--- src/rtl/cir_pkg.sv ---
// Shared types and constants for the cubic interpolating resampler.
// No dependencies; every other file in rtl/ refers to this package by scoped names.
`default_nettype none

package cir_pkg;

  // Audio word width, Q1.23.
  localparam int SAMPLE_BITS = 24;
  // Fraction bits of the interpolation weight.
  localparam int T_BITS = 16;

  // Datapath widths of one lane; each holds the worst case for full-scale inputs.
  localparam int COEF3_W = SAMPLE_BITS + 3;
  localparam int COEF2_W = SAMPLE_BITS + 4;
  localparam int COEF1_W = SAMPLE_BITS + 1;
  localparam int OP_W    = SAMPLE_BITS + 5;
  localparam int PROD_W  = OP_W + T_BITS + 1;
  localparam int Y_W     = SAMPLE_BITS + 5;

  // Configuration registers.
  localparam int CFG_IDX_W  = 4;
  localparam int RATIO_W    = 28;
  localparam int CFG_DATA_W = RATIO_W;
  localparam logic [CFG_IDX_W-1:0] CFG_RATIO_STEP   = 4'd0;
  localparam logic [CFG_IDX_W-1:0] CFG_PASS_THROUGH = 4'd1;
  localparam logic [RATIO_W-1:0]   RATIO_RESET      = 28'h100_0000;

  typedef struct packed {
    logic signed [SAMPLE_BITS-1:0] left_sample;
    logic signed [SAMPLE_BITS-1:0] right_sample;
  } cir_in_t;

  typedef struct packed {
    logic signed [SAMPLE_BITS-1:0] left_out;
    logic signed [SAMPLE_BITS-1:0] right_out;
    logic                          last_of_run;
  } cir_out_t;

  // Which Horner step the shared multiplier performs.
  typedef enum logic [1:0] {
    PH_C3 = 2'd0,
    PH_C2 = 2'd1,
    PH_C1 = 2'd2
  } cir_phase_e;

  typedef struct packed {
    logic       push;
    logic       coef_load;
    logic       mul_en;
    cir_phase_e phase;
  } cir_lane_ctl_t;

  typedef struct packed {
    logic load;
    logic pass;
    logic last;
  } cir_emit_t;

endpackage

`default_nettype wire

--- src/rtl/cubic_interpolating_resampler_unit.sv ---
// Top level of the stereo Catmull-Rom resampler: control sequencer, two lanes
// and the merging stage. Depends on cir_pkg, cir_lane and cir_merge.
`default_nettype none

// Each input transfer carries one stereo sample at the core rate, which is shifted
// into a four-deep history per channel. The block then produces zero or more
// output transfers: each is a Catmull-Rom cubic through the history, evaluated at
// the fractional part of a read offset, after which the offset advances by
// ratio_step (unsigned, FRAC_BITS fraction bits). Outputs stop once the offset
// reaches 1.0, and one whole unit is taken off; at most MAX_UPSAMPLE outputs come
// from one input, and if that cap is hit below 1.0 the offset is cleared. The
// final output of a run has last_of_run set. With pass_through set, every input
// comes back as exactly one output, unchanged, with last_of_run set, and the
// offset holds. The block handles one input at a time. For an input that gives
// interpolated outputs it takes the transfer, then for each output makes one
// decision, runs the three Horner steps on the lane multiplier and hands the
// result to the output register, and closes with one more decision. A
// pass-through input is taken and then handed over. The single multiplier in
// each lane serves all three steps, and both lanes run in lockstep. A stalled
// output register holds the sequencer in its hand-off state. Configuration
// is written through cfg_we_i, cfg_index_i and cfg_data_i (index 0: ratio_step,
// index 1: pass_through, other indexes ignored) and should change only while idle.
module cubic_interpolating_resampler_unit #(
  parameter int FRAC_BITS    = 24,
  parameter int MAX_UPSAMPLE = 8
) (
  input  wire logic                               clk_i,
  input  wire logic                               rst_ni,
  input  wire logic                               cfg_we_i,
  input  wire logic [cir_pkg::CFG_IDX_W-1:0]      cfg_index_i,
  input  wire logic [cir_pkg::CFG_DATA_W-1:0]     cfg_data_i,
  input  wire logic                               in_valid_i,
  output logic                                    in_stall_o,
  input  wire cir_pkg::cir_in_t                   in_data_i,
  output logic                                    out_valid_o,
  input  wire logic                               out_stall_i,
  output cir_pkg::cir_out_t                       out_data_o
);

  localparam int OFF_W = 32;
  localparam int N_W   = $clog2(MAX_UPSAMPLE + 1);
  localparam int TW    = FRAC_BITS + cir_pkg::T_BITS;
  localparam logic [OFF_W-1:0] ONE_UNIT = OFF_W'(1) << FRAC_BITS;
  localparam logic [N_W-1:0]   N_MAX    = N_W'(MAX_UPSAMPLE);
  localparam logic [N_W-1:0]   N_LAST   = N_W'(MAX_UPSAMPLE - 1);

  typedef enum logic [4:0] {
    S_IDLE  = 5'b00001,
    S_PASS  = 5'b00010,
    S_CHECK = 5'b00100,
    S_MUL   = 5'b01000,
    S_EMIT  = 5'b10000
  } state_e;

  state_e                      state_q, state_d;
  cir_pkg::cir_phase_e         phase_q, phase_d;
  logic [OFF_W-1:0]            off_q, off_d, next_off;
  logic [N_W-1:0]              n_q, n_d;
  logic [cir_pkg::RATIO_W-1:0] ratio_q;
  logic                        pass_q;

  logic                        in_fire;
  logic                        merge_free;
  logic [TW-1:0]               t_wide;
  logic [cir_pkg::T_BITS-1:0]  t;
  cir_pkg::cir_lane_ctl_t      lane_ctl;
  cir_pkg::cir_emit_t          emit;

  logic signed [cir_pkg::Y_W-1:0]         left_y, right_y;
  logic signed [cir_pkg::SAMPLE_BITS-1:0] left_new, right_new;

  // Configuration registers.
  always_ff @(posedge clk_i or negedge rst_ni) begin
    if (!rst_ni) begin
      ratio_q <= cir_pkg::RATIO_RESET;
      pass_q  <= 1'b0;
    end else if (cfg_we_i) begin
      unique case (cfg_index_i)
        cir_pkg::CFG_RATIO_STEP:   ratio_q <= cfg_data_i[cir_pkg::RATIO_W-1:0];
        cir_pkg::CFG_PASS_THROUGH: pass_q  <= cfg_data_i[0];
        default: ;
      endcase
    end
  end

  assign in_stall_o = (state_q != S_IDLE);
  assign in_fire    = in_valid_i && !in_stall_o;

  // The weight is the fraction of the offset cut to T_BITS fraction bits.
  assign t_wide   = {off_q[FRAC_BITS-1:0], {cir_pkg::T_BITS{1'b0}}};
  assign t        = t_wide[TW-1 -: cir_pkg::T_BITS];
  assign next_off = off_q + OFF_W'(ratio_q);

  // Sequencer: one decision per output, three Horner steps, then hand-off.
  always_comb begin
    state_d            = state_q;
    phase_d            = phase_q;
    off_d              = off_q;
    n_d                = n_q;
    lane_ctl.push      = in_fire;
    lane_ctl.coef_load = (state_q == S_CHECK);
    lane_ctl.mul_en    = (state_q == S_MUL);
    lane_ctl.phase     = phase_q;
    emit.load          = 1'b0;
    emit.pass          = (state_q == S_PASS);
    emit.last          = 1'b1;

    unique case (state_q)
      S_IDLE: begin
        if (in_fire) begin
          state_d = pass_q ? S_PASS : S_CHECK;
        end
      end
      S_PASS: begin
        if (merge_free) begin
          emit.load = 1'b1;
          state_d   = S_IDLE;
        end
      end
      S_CHECK: begin
        if (off_q < ONE_UNIT && n_q < N_MAX) begin
          phase_d = cir_pkg::PH_C3;
          state_d = S_MUL;
        end else begin
          off_d   = (off_q >= ONE_UNIT) ? off_q - ONE_UNIT : '0;
          n_d     = '0;
          state_d = S_IDLE;
        end
      end
      S_MUL: begin
        case (phase_q)
          cir_pkg::PH_C3: phase_d = cir_pkg::PH_C2;
          cir_pkg::PH_C2: phase_d = cir_pkg::PH_C1;
          default:        state_d = S_EMIT;
        endcase
      end
      S_EMIT: begin
        // The run ends when this step crosses 1.0 or the cap is reached.
        emit.last = (next_off >= ONE_UNIT) || (n_q == N_LAST);
        if (merge_free) begin
          emit.load = 1'b1;
          off_d     = next_off;
          n_d       = n_q + N_W'(1);
          state_d   = S_CHECK;
        end
      end
      default: state_d = S_IDLE;
    endcase
  end

  always_ff @(posedge clk_i or negedge rst_ni) begin
    if (!rst_ni) begin
      state_q <= S_IDLE;
      phase_q <= cir_pkg::PH_C3;
      off_q   <= '0;
      n_q     <= '0;
    end else begin
      state_q <= state_d;
      phase_q <= phase_d;
      off_q   <= off_d;
      n_q     <= n_d;
    end
  end

  cir_lane u_lane_left (
    .clk_i    (clk_i),
    .rst_ni   (rst_ni),
    .ctl_i    (lane_ctl),
    .sample_i (in_data_i.left_sample),
    .t_i      (t),
    .y_o      (left_y),
    .newest_o (left_new)
  );

  cir_lane u_lane_right (
    .clk_i    (clk_i),
    .rst_ni   (rst_ni),
    .ctl_i    (lane_ctl),
    .sample_i (in_data_i.right_sample),
    .t_i      (t),
    .y_o      (right_y),
    .newest_o (right_new)
  );

  cir_merge u_merge (
    .clk_i       (clk_i),
    .rst_ni      (rst_ni),
    .emit_i      (emit),
    .left_y_i    (left_y),
    .right_y_i   (right_y),
    .left_raw_i  (left_new),
    .right_raw_i (right_new),
    .out_stall_i (out_stall_i),
    .out_valid_o (out_valid_o),
    .out_data_o  (out_data_o),
    .free_o      (merge_free)
  );

  // A result is only handed over when the output register can take it.
  assert property (@(posedge clk_i) disable iff (!rst_ni) emit.load |-> merge_free)
    else $error("result loaded into an occupied output register");

  // The output count of one input never passes the cap.
  assert property (@(posedge clk_i) disable iff (!rst_ni) n_q <= N_MAX)
    else $error("output count beyond cap");

  // Interpolation only runs while the offset is below one unit.
  assert property (@(posedge clk_i) disable iff (!rst_ni)
                   (state_q == S_MUL) |-> (off_q < ONE_UNIT))
    else $error("interpolating at an offset of one unit or more");

  // A pass-through input gives exactly one result and frees the input side.
  assert property (@(posedge clk_i) disable iff (!rst_ni)
                   (state_q == S_PASS && merge_free) |=> (state_q == S_IDLE))
    else $error("pass-through did not complete");

  // The count is back at zero whenever a new input can be taken.
  assert property (@(posedge clk_i) disable iff (!rst_ni)
                   (state_q == S_IDLE) |-> (n_q == '0))
    else $error("stale output count while idle");

endmodule

`default_nettype wire

--- src/rtl/cir_lane.sv ---
// One channel lane: four-sample history, Catmull-Rom coefficients and a shared
// multiplier that evaluates the cubic in Horner form. Depends on cir_pkg.
`default_nettype none

module cir_lane (
  input  wire logic                                   clk_i,
  input  wire logic                                   rst_ni,
  input  wire cir_pkg::cir_lane_ctl_t                 ctl_i,
  input  wire logic signed [cir_pkg::SAMPLE_BITS-1:0] sample_i,
  input  wire logic        [cir_pkg::T_BITS-1:0]      t_i,
  output logic signed      [cir_pkg::Y_W-1:0]         y_o,
  output logic signed      [cir_pkg::SAMPLE_BITS-1:0] newest_o
);

  localparam int SB = cir_pkg::SAMPLE_BITS;
  localparam int PW = cir_pkg::PROD_W;
  localparam logic [PW-1:0] RND_ONE = PW'(1) << cir_pkg::T_BITS;

  logic signed [SB-1:0] hist_q [4];

  logic signed [cir_pkg::COEF3_W-1:0] c3_q, c3_d;
  logic signed [cir_pkg::COEF2_W-1:0] c2_q, c2_d;
  logic signed [cir_pkg::COEF1_W-1:0] c1_q, c1_d;
  logic signed [cir_pkg::COEF2_W-1:0] e0, e1, e2, e3, dif12;
  logic signed [cir_pkg::OP_W-1:0]    op;
  logic signed [PW-1:0]               prod_q, prod_d, rnd_sum;

  always_ff @(posedge clk_i or negedge rst_ni) begin
    if (!rst_ni) begin
      for (int i = 0; i < 4; i++) begin
        hist_q[i] <= '0;
      end
    end else if (ctl_i.push) begin
      hist_q[0] <= hist_q[1];
      hist_q[1] <= hist_q[2];
      hist_q[2] <= hist_q[3];
      hist_q[3] <= sample_i;
    end
  end

  // Coefficients from the history, in a width that holds every partial sum.
  always_comb begin
    e0    = cir_pkg::COEF2_W'(hist_q[0]);
    e1    = cir_pkg::COEF2_W'(hist_q[1]);
    e2    = cir_pkg::COEF2_W'(hist_q[2]);
    e3    = cir_pkg::COEF2_W'(hist_q[3]);
    dif12 = e1 - e2;
    c3_d  = cir_pkg::COEF3_W'((dif12 <<< 1) + dif12 + e3 - e0);
    c2_d  = (e0 <<< 1) - ((e1 <<< 2) + e1) + (e2 <<< 2) - e3;
    c1_d  = cir_pkg::COEF1_W'(e2 - e0);
  end

  always_ff @(posedge clk_i) begin
    if (ctl_i.coef_load) begin
      c3_q <= c3_d;
      c2_q <= c2_d;
      c1_q <= c1_d;
    end
  end

  // Horner step: the previous product, floored by 2^T_BITS, joins the next coefficient.
  always_comb begin
    case (ctl_i.phase)
      cir_pkg::PH_C3: op = cir_pkg::OP_W'(c3_q);
      cir_pkg::PH_C2: op = cir_pkg::OP_W'(c2_q)
                           + cir_pkg::OP_W'(prod_q >>> cir_pkg::T_BITS);
      cir_pkg::PH_C1: op = cir_pkg::OP_W'(c1_q)
                           + cir_pkg::OP_W'(prod_q >>> cir_pkg::T_BITS);
      default:        op = '0;
    endcase
    prod_d = op * $signed({1'b0, t_i});
  end

  always_ff @(posedge clk_i) begin
    if (ctl_i.mul_en) begin
      prod_q <= prod_d;
    end
  end

  // Final step rounds half up and adds the second history entry.
  always_comb begin
    rnd_sum = prod_q + $signed(RND_ONE);
    y_o     = cir_pkg::Y_W'(hist_q[1]) + cir_pkg::Y_W'(rnd_sum >>> (cir_pkg::T_BITS + 1));
  end

  assign newest_o = hist_q[3];

endmodule

`default_nettype wire

--- src/rtl/cir_merge.sv ---
// Merging stage: saturates the two lane results (raw samples in pass-through), joins
// them with the run marker and holds the output register. Depends on cir_pkg.
`default_nettype none

module cir_merge (
  input  wire logic                                   clk_i,
  input  wire logic                                   rst_ni,
  input  wire cir_pkg::cir_emit_t                     emit_i,
  input  wire logic signed [cir_pkg::Y_W-1:0]         left_y_i,
  input  wire logic signed [cir_pkg::Y_W-1:0]         right_y_i,
  input  wire logic signed [cir_pkg::SAMPLE_BITS-1:0] left_raw_i,
  input  wire logic signed [cir_pkg::SAMPLE_BITS-1:0] right_raw_i,
  input  wire logic                                   out_stall_i,
  output logic                                        out_valid_o,
  output cir_pkg::cir_out_t                           out_data_o,
  output logic                                        free_o
);

  localparam int SB = cir_pkg::SAMPLE_BITS;
  localparam int YW = cir_pkg::Y_W;
  localparam logic signed [YW-1:0] SAT_HI = YW'((64'sd1 <<< (SB - 1)) - 64'sd1);
  localparam logic signed [YW-1:0] SAT_LO = -SAT_HI - YW'(1);

  function automatic logic signed [SB-1:0] sat(input logic signed [YW-1:0] y);
    logic signed [YW-1:0] c;
    c = y;
    if (y > SAT_HI) begin
      c = SAT_HI;
    end else if (y < SAT_LO) begin
      c = SAT_LO;
    end
    return SB'(c);
  endfunction

  logic              valid_q;
  cir_pkg::cir_out_t out_q, out_d;

  always_comb begin
    if (emit_i.pass) begin
      out_d.left_out  = left_raw_i;
      out_d.right_out = right_raw_i;
    end else begin
      out_d.left_out  = sat(left_y_i);
      out_d.right_out = sat(right_y_i);
    end
    out_d.last_of_run = emit_i.last;
  end

  assign free_o = !valid_q || !out_stall_i;

  always_ff @(posedge clk_i or negedge rst_ni) begin
    if (!rst_ni) begin
      valid_q <= 1'b0;
    end else if (emit_i.load) begin
      valid_q <= 1'b1;
    end else if (!out_stall_i) begin
      valid_q <= 1'b0;
    end
  end

  always_ff @(posedge clk_i) begin
    if (emit_i.load) begin
      out_q <= out_d;
    end
  end

  assign out_valid_o = valid_q;
  assign out_data_o  = out_q;

endmodule

`default_nettype wire

--- config.mk ---
export PLATFORM = sky130hd
export DESIGN_NAME = cubic_interpolating_resampler_unit
export DESIGN_NICKNAME = d
export VERILOG_FILES = /design/src/rtl/cir_pkg.sv /design/src/rtl/cubic_interpolating_resampler_unit.sv /design/src/rtl/cir_lane.sv /design/src/rtl/cir_merge.sv
export SDC_FILE = /design/constraint.sdc
export NUM_CORES = 2
export LEC_CHECK = 0
export BUFFER_PORTS_ARGS = -buffer_cell sky130_fd_sc_hd__buf_2
export CORE_MARGIN = 4
export CORE_UTILIZATION = 50
export DETAILED_ROUTE_END_ITERATION = 12
export PLACE_DENSITY = 0.73
export SLEW_MARGIN = 15
export SYNTH_ARGS = -nofsm -noshare
export SYNTH_HDL_FRONTEND = slang
export SYNTH_SLANG_ARGS = --single-unit
--- constraint.sdc ---
create_clock -name clk_i -period 16.2 [get_ports clk_i]
set_input_delay 0 -clock clk_i [delete_from_list [all_inputs] [get_ports clk_i]]
set_output_delay 0 -clock clk_i [all_outputs]
set_load 0.01 [all_outputs]
# After elaboration in Yosys (flattened, before gate mapping)
# Index checks and enable logic that the tools add are counted.
# Widths: inputs -> output; s select.
# classes
addsub,29
n_mul,2
magnitude_cmp,8
eq_ne,18
n_mux,28
reduce_logical,18
# op_table
op,n
$pmux 29 s3,2
$sub 24x24->25,4
$mux 24,4
$mux 32,3
$add 46x18->46 const B,2
$mul 29x17->46,2
$ge 32x25->1 const B,2
$pmux 32 s2,1
$add 24x29->29,2
$add 25x29->29,2
$add 28x29->29,2
$gt 29x24->1 const B,2
$lt 29x24->1 const B,2
$add 28x26->28,2
$sub 25x27->28,2
$sub 28x24->28,2
$add 26x24->27,2
$add 26x25->27,2
$add 27x24->27,2
$sub 27x24->27,2
$mux 48,1
$add 32x28->32,1
$lt 32x25->1 const B,1
$sub 32x25->32 const B,1
other kinds (33),55
# totals
register_bits,566
inputBits,85
wordCells,129

# Logic depth before layout (Yosys ltp)
# logic_depth
depth_word,6
depth_mapped,42

# Hierarchy
# From an unflattened synthesis, not the netlist that was laid out.
# unflattened
hier_cells,8436
hier_area_um2,78277.6
# by_module_without_submodules
module,instances,cells_per_inst,area_each_um2,seq_area_each_um2
cir_lane (u_lane_right),1,3832,35351.4,5705.5
cir_lane (u_lane_left),1,3858,35285.1,5705.5
cubic_interpolating_resampler_unit,1,466,4506.8,1804.2
cir_merge,1,280,3134.3,1496.4

# Least setup slack after synthesis
# OpenSTA, ideal clock, no wires.
# synth_path
path_type,reg2reg
startpoint,reg state_q[1]
endpoint,reg off_q[21]
arrival_time_ps,14154
setup_slack_ps,1925
path_stages_with_launch,9
path_buffers,2
path_cell_list,dfrtp_1 -> or3_1 -> nor3b_1 -> nor2b_1 -> nand2b_1 -> clkbuf_1 -> nand2_1 -> clkbuf_1 -> a32o_1
# synth_via
elab_chain_len,3
word_cells_on_any_way,7
# synth_rtl
item,line,source
from (decl),cubic_interpolating_resampler_unit.sv:55,"state_e state_q, state_d;"
from (signal assigned),cubic_interpolating_resampler_unit.sv:158,state_q <= state_d;
$eq 5x3->1 / $eq 5x5->1 (equally long branches),cubic_interpolating_resampler_unit.sv:108,unique case (state_q)
$ne 2x2->1 (no source line) / $reduce_bool 2->1 (equally long branches),--,
$reduce_and 3->1 (no source line),--,
to (signal assigned),cubic_interpolating_resampler_unit.sv:155,off_q <= '0;
to (signal assigned),cubic_interpolating_resampler_unit.sv:160,off_q <= off_d;
to (decl),cubic_interpolating_resampler_unit.sv:57,"logic [OFF_W-1:0] off_q, off_d, next_off;"
# Parallel ways exist; a longest one is shown, timed or not.
# A chain may end at the register's enable or synchronous reset.

# Final worst setup path
# layout_path
startpoint,reg phase_q[0]
endpoint,reg u_lane_right.prod_q[45] (data pin)
# layout_via
elab_chain_len,3
word_cells_on_any_way,5
# layout_rtl
item,line,source
from (decl),cubic_interpolating_resampler_unit.sv:56,"cir_pkg::cir_phase_e phase_q, phase_d;"
from (signal assigned),cubic_interpolating_resampler_unit.sv:154,phase_q <= cir_pkg::PH_C3;
from (signal assigned),cubic_interpolating_resampler_unit.sv:159,phase_q <= phase_d;
"$eq 2x2->1, or another cell as far along",cir_lane.sv:63,case (ctl_i.phase)
$pmux 29 s3 (*),cir_lane.sv:63,
$mul 29x17->46 (*),cir_lane.sv:71,"prod_d = op * $signed({1'b0, t_i});"
named net u_lane_right.prod_d[45],cir_lane.sv:26,"logic signed [PW-1:0] prod_q, prod_d, rnd_sum;"
to (signal assigned),cir_lane.sv:76,prod_q <= prod_d;
to (decl),cir_lane.sv:26,
# Mark *: on every way through the listed nets, which the timed path passes. The rest lies on a longest branch.

==> results.json <==
{
  "status": "completed",
  "grt_pass1_vias": 59900,
  "setup_violations": 0,
  "clk_latency_ps": 680,
  "critPathMostFrequentCell": "fa_1",
  "fill_cells": 12900,
  "reg2reg_slack_ps": 4650,
  "synthArstFlopShare_pct": 49.6,
  "nets": 9825,
  "gp_congestion": 0.967,
  "wl_per_cell_um": 20.6,
  "num_rows": 141,
  "hold_viol_final": 0,
  "ios": 136,
  "path_clk_slew_ps": 70,
  "hold_depth": 3,
  "cts_tree": "built",
  "drt_first_pass_iters": 6,
  "crit_type": "reg2reg",
  "post_cts_buffers": 0,
  "vias": 57200,
  "finalClockSkew_ps": 32.5,
  "cts_buffer_depth": 3,
  "dp_hpwl_mm": 159,
  "cp_slowest_cell": "fa_1",
  "syn_nets": 9652,
  "post-route-period-util_pct": 71.3,
  "portBuffers": 135,
  "grt_pass1_wl_mm": 332,
  "final_util_pct": 54.8,
  "synth.most_common_cell": "inv_1",
  "relSlewSlack_pct": 16.8,
  "finalSetupTns_ps": 0,
  "start_kind": "flop",
  "grt_usage_pct": 26.8,
  "r2r_start": "phase_q[0]",
  "htree_levels": 3,
  "hold-path-endpoint": "u_lane_right.newest_o[12]",
  "worst_pin_slew_ps": 1250,
  "synth_area_sq_mm": 0.0748,
  "regToRegEndpoint": "u_lane_right.prod_q[45]",
  "wirelength_mm": 206,
  "seq_area_frac_synth_pct": 19.7,
  "cp.required_ps": 16620,
  "die_h_um": 395,
  "vias_per_cell": 5.72,
  "yosysTopAreaCellShare_pct": 30.6,
  "gr-total-overflow": 0,
  "cts_buffers": 67,
  "worstSetupEndpointType": "flop",
  "rsz0062_at_grt": "no",
  "drt-initial-drc-count": 4604,
  "synth-seq-cells": 534,
  "antenna_found_initial": 1,
  "syn_area_per_cell_sq_um": 9.54,
  "reg2reg_depth": 37,
  "maxSlewViolCount": 0,
  "ys_top_cells_by_area": "fa_1, edfxtp_1, ha_1",
  "synth_cells": 7841,
  "cp.arrival_ps": 11970,
  "root_buffer": "clkbuf_16",
  "ys_warn_count": 0,
  "yosysTopAreaCell": "fa_1",
  "die_w_um": 395,
  "drc": 0,
  "slowest_delay_ps": 710,
  "grt_max_degree": 88,
  "path_max_fanout": 49,
  "hp-start": "in_data_i[12]",
  "areaGrowthSynthToFinish_pct": 8.59,
  "cap_viol_max_count": 0,
  "initial_core_util_pct": 50.5,
  "yosys-top-cells-count": "inv_1, fa_1, nand2_1",
  "synth_edf_count": 269,
  "synth_ff_type": "edfxtp_1",
  "die_area_sq_mm": 0.156,
  "layout_min_cycle_time_ps": 11550,
  "synth_cell_types": 97,
  "ant_nets": 0,
  "layout-drive-gt1-share_pct": 7.80,
  "fmax_mhz": 86.6,
  "hp-class": "in2reg",
  "core_area_sq_mm": 0.148,
  "clock_sinks": 534
}
## kinds of logic (layout without fill, tap and decap cells)
| kind of cell | after synthesis | count (layout) | synth area share, % |
|---|---|---|---|
| AO/OA/AOI/OAI | 1246 | 1246 | 10.8 |
| XOR/XNOR | 415 | 415 | 4.86 |
| adder cells (fa/ha/maj) | 1726 | 1726 | 40.4 |
| buffers and inverters | 1713 | 1940 | 8.64 |
| flip-flops | 534 | 534 | 19.7 |
| multiplexers | 216 | 216 | 3.24 |
| other | 0 | 1 | 0 |
| AND/OR/NAND/NOR | 1991 | 1991 | 12.4 |
## registers in the layout (all words and copies together) (netlist names), 27 cells and up
| register | count |
|---|---|
| off_q | 32 |
| ratio_q | 28 |
| u_lane_left.c2_q | 28 |
| u_lane_left.c3_q | 27 |
| u_lane_left.prod_q | 30 |
| u_lane_right.c2_q | 28 |
| u_lane_right.c3_q | 27 |
| u_lane_right.prod_q | 30 |
| u_merge.out_data_o | 49 |
## through the flow
step / hold slack (ps) / area [sq um] / setup WS (ps) / cells
3_3_place_gp: 93.9 / 77800 / 4940 / 9759
5_1_grt: 72.6 / 81200 / 4150 / 9998
6_report: 80.2 / 81200 / 4650 / 9999
2_1_floorplan: -296 / 74800 / 1920 / 7841
4_1_cts: 21.8 / 81200 / 4710 / 9998
3_5_place_dp: 107 / 77800 / 4750 / 9759
## critical path: cells and delay by family (launching register included)
kind,cells,cell delay (ps)
AO/OA/AOI/OAI,17,4000
XOR/XNOR,1,100
adder cells (fa/ha/maj),10,4650
buffers and inverters,6,1210
flip-flops,1,420
multiplexers,1,420
AND/OR/NAND/NOR,2,400
## timing repair
item,4_1_cts,5_1_grt
hold buffers,116,0
gates resized for setup,0,0
setup endpoints to repair,0,0
endpoints found under the hold margin,193,0
## cells in the final DEF, fill, tap and decap left out, types with 18 or more instances in the layout
| master | instances |
|---|---|
| inv_1 | 1460 |
| fa_1 | 1145 |
| nand2_1 | 756 |
| ha_1 | 578 |
| nor2_1 | 464 |
| o21ai_0 | 299 |
| xnor2_1 | 288 |
| and2_1 | 285 |
| a21oi_1 | 284 |
| edfxtp_1 | 269 |
| dfrtp_1 | 263 |
| mux2_2 | 211 |
| a21o_1 | 139 |
| buf_2 | 134 |
| xor2_1 | 127 |
| dlygate4sd3_1 | 115 |
| buf_4 | 104 |
| nand3_1 | 94 |
| nand2b_1 | 83 |
| clkbuf_16 | 69 |
| o22ai_1 | 61 |
| nor2b_1 | 58 |
| a22oi_1 | 58 |
| nor3_1 | 57 |
| o21a_1 | 51 |
| and3_1 | 42 |
| nand4_1 | 38 |
| o21bai_1 | 37 |
| a31oi_1 | 36 |
| a22o_1 | 27 |
| o31ai_1 | 26 |
| or3_1 | 23 |
| a211oi_1 | 21 |
| a21boi_0 | 21 |
| o211ai_1 | 18 |
## worst max path at each step
stage               start                 endpoint  slack, ps  cells after the start
5_1_grt        phase_q[0]  u_lane_right.prod_q[45]       4150                     37
3_3_place_gp   phase_q[0]  u_lane_right.prod_q[45]       4940                     37
2_1_floorplan  state_q[1]                off_q[21]       1920                      8
3_5_place_dp   phase_q[0]  u_lane_right.prod_q[45]       4750                     37
6_report       phase_q[0]  u_lane_right.prod_q[45]       4650                     37
4_1_cts        phase_q[0]  u_lane_right.prod_q[45]       4710                     37
## area by class of cell
class                      count  area, sq um  share of cell area, %
antenna                        1         2.50                0.00308
sequential                   534        14700                   18.1
multi-input combinational   5594        53800                   66.2
clock buffer                  89         1890                   2.33
inverter                    1462         5490                   6.75
tap                         1930         2410                   2.97
clock inverter                34          344                  0.423
timing repair buffer         355         2650                   3.26
## per-layer routing
| metal | track usage [%] | wire, um |
|---|---|---|
| met1 | 36.2 | 85400 |
| met2 | 43.1 | 95000 |
| met3 | 4.94 | 17500 |
| met4 | 10.3 | 8630 |
| met5 | 0 | 0 |
Power is not shown: default switching activity piles up to over one toggle a cycle in this logic, so the estimate is an artifact.
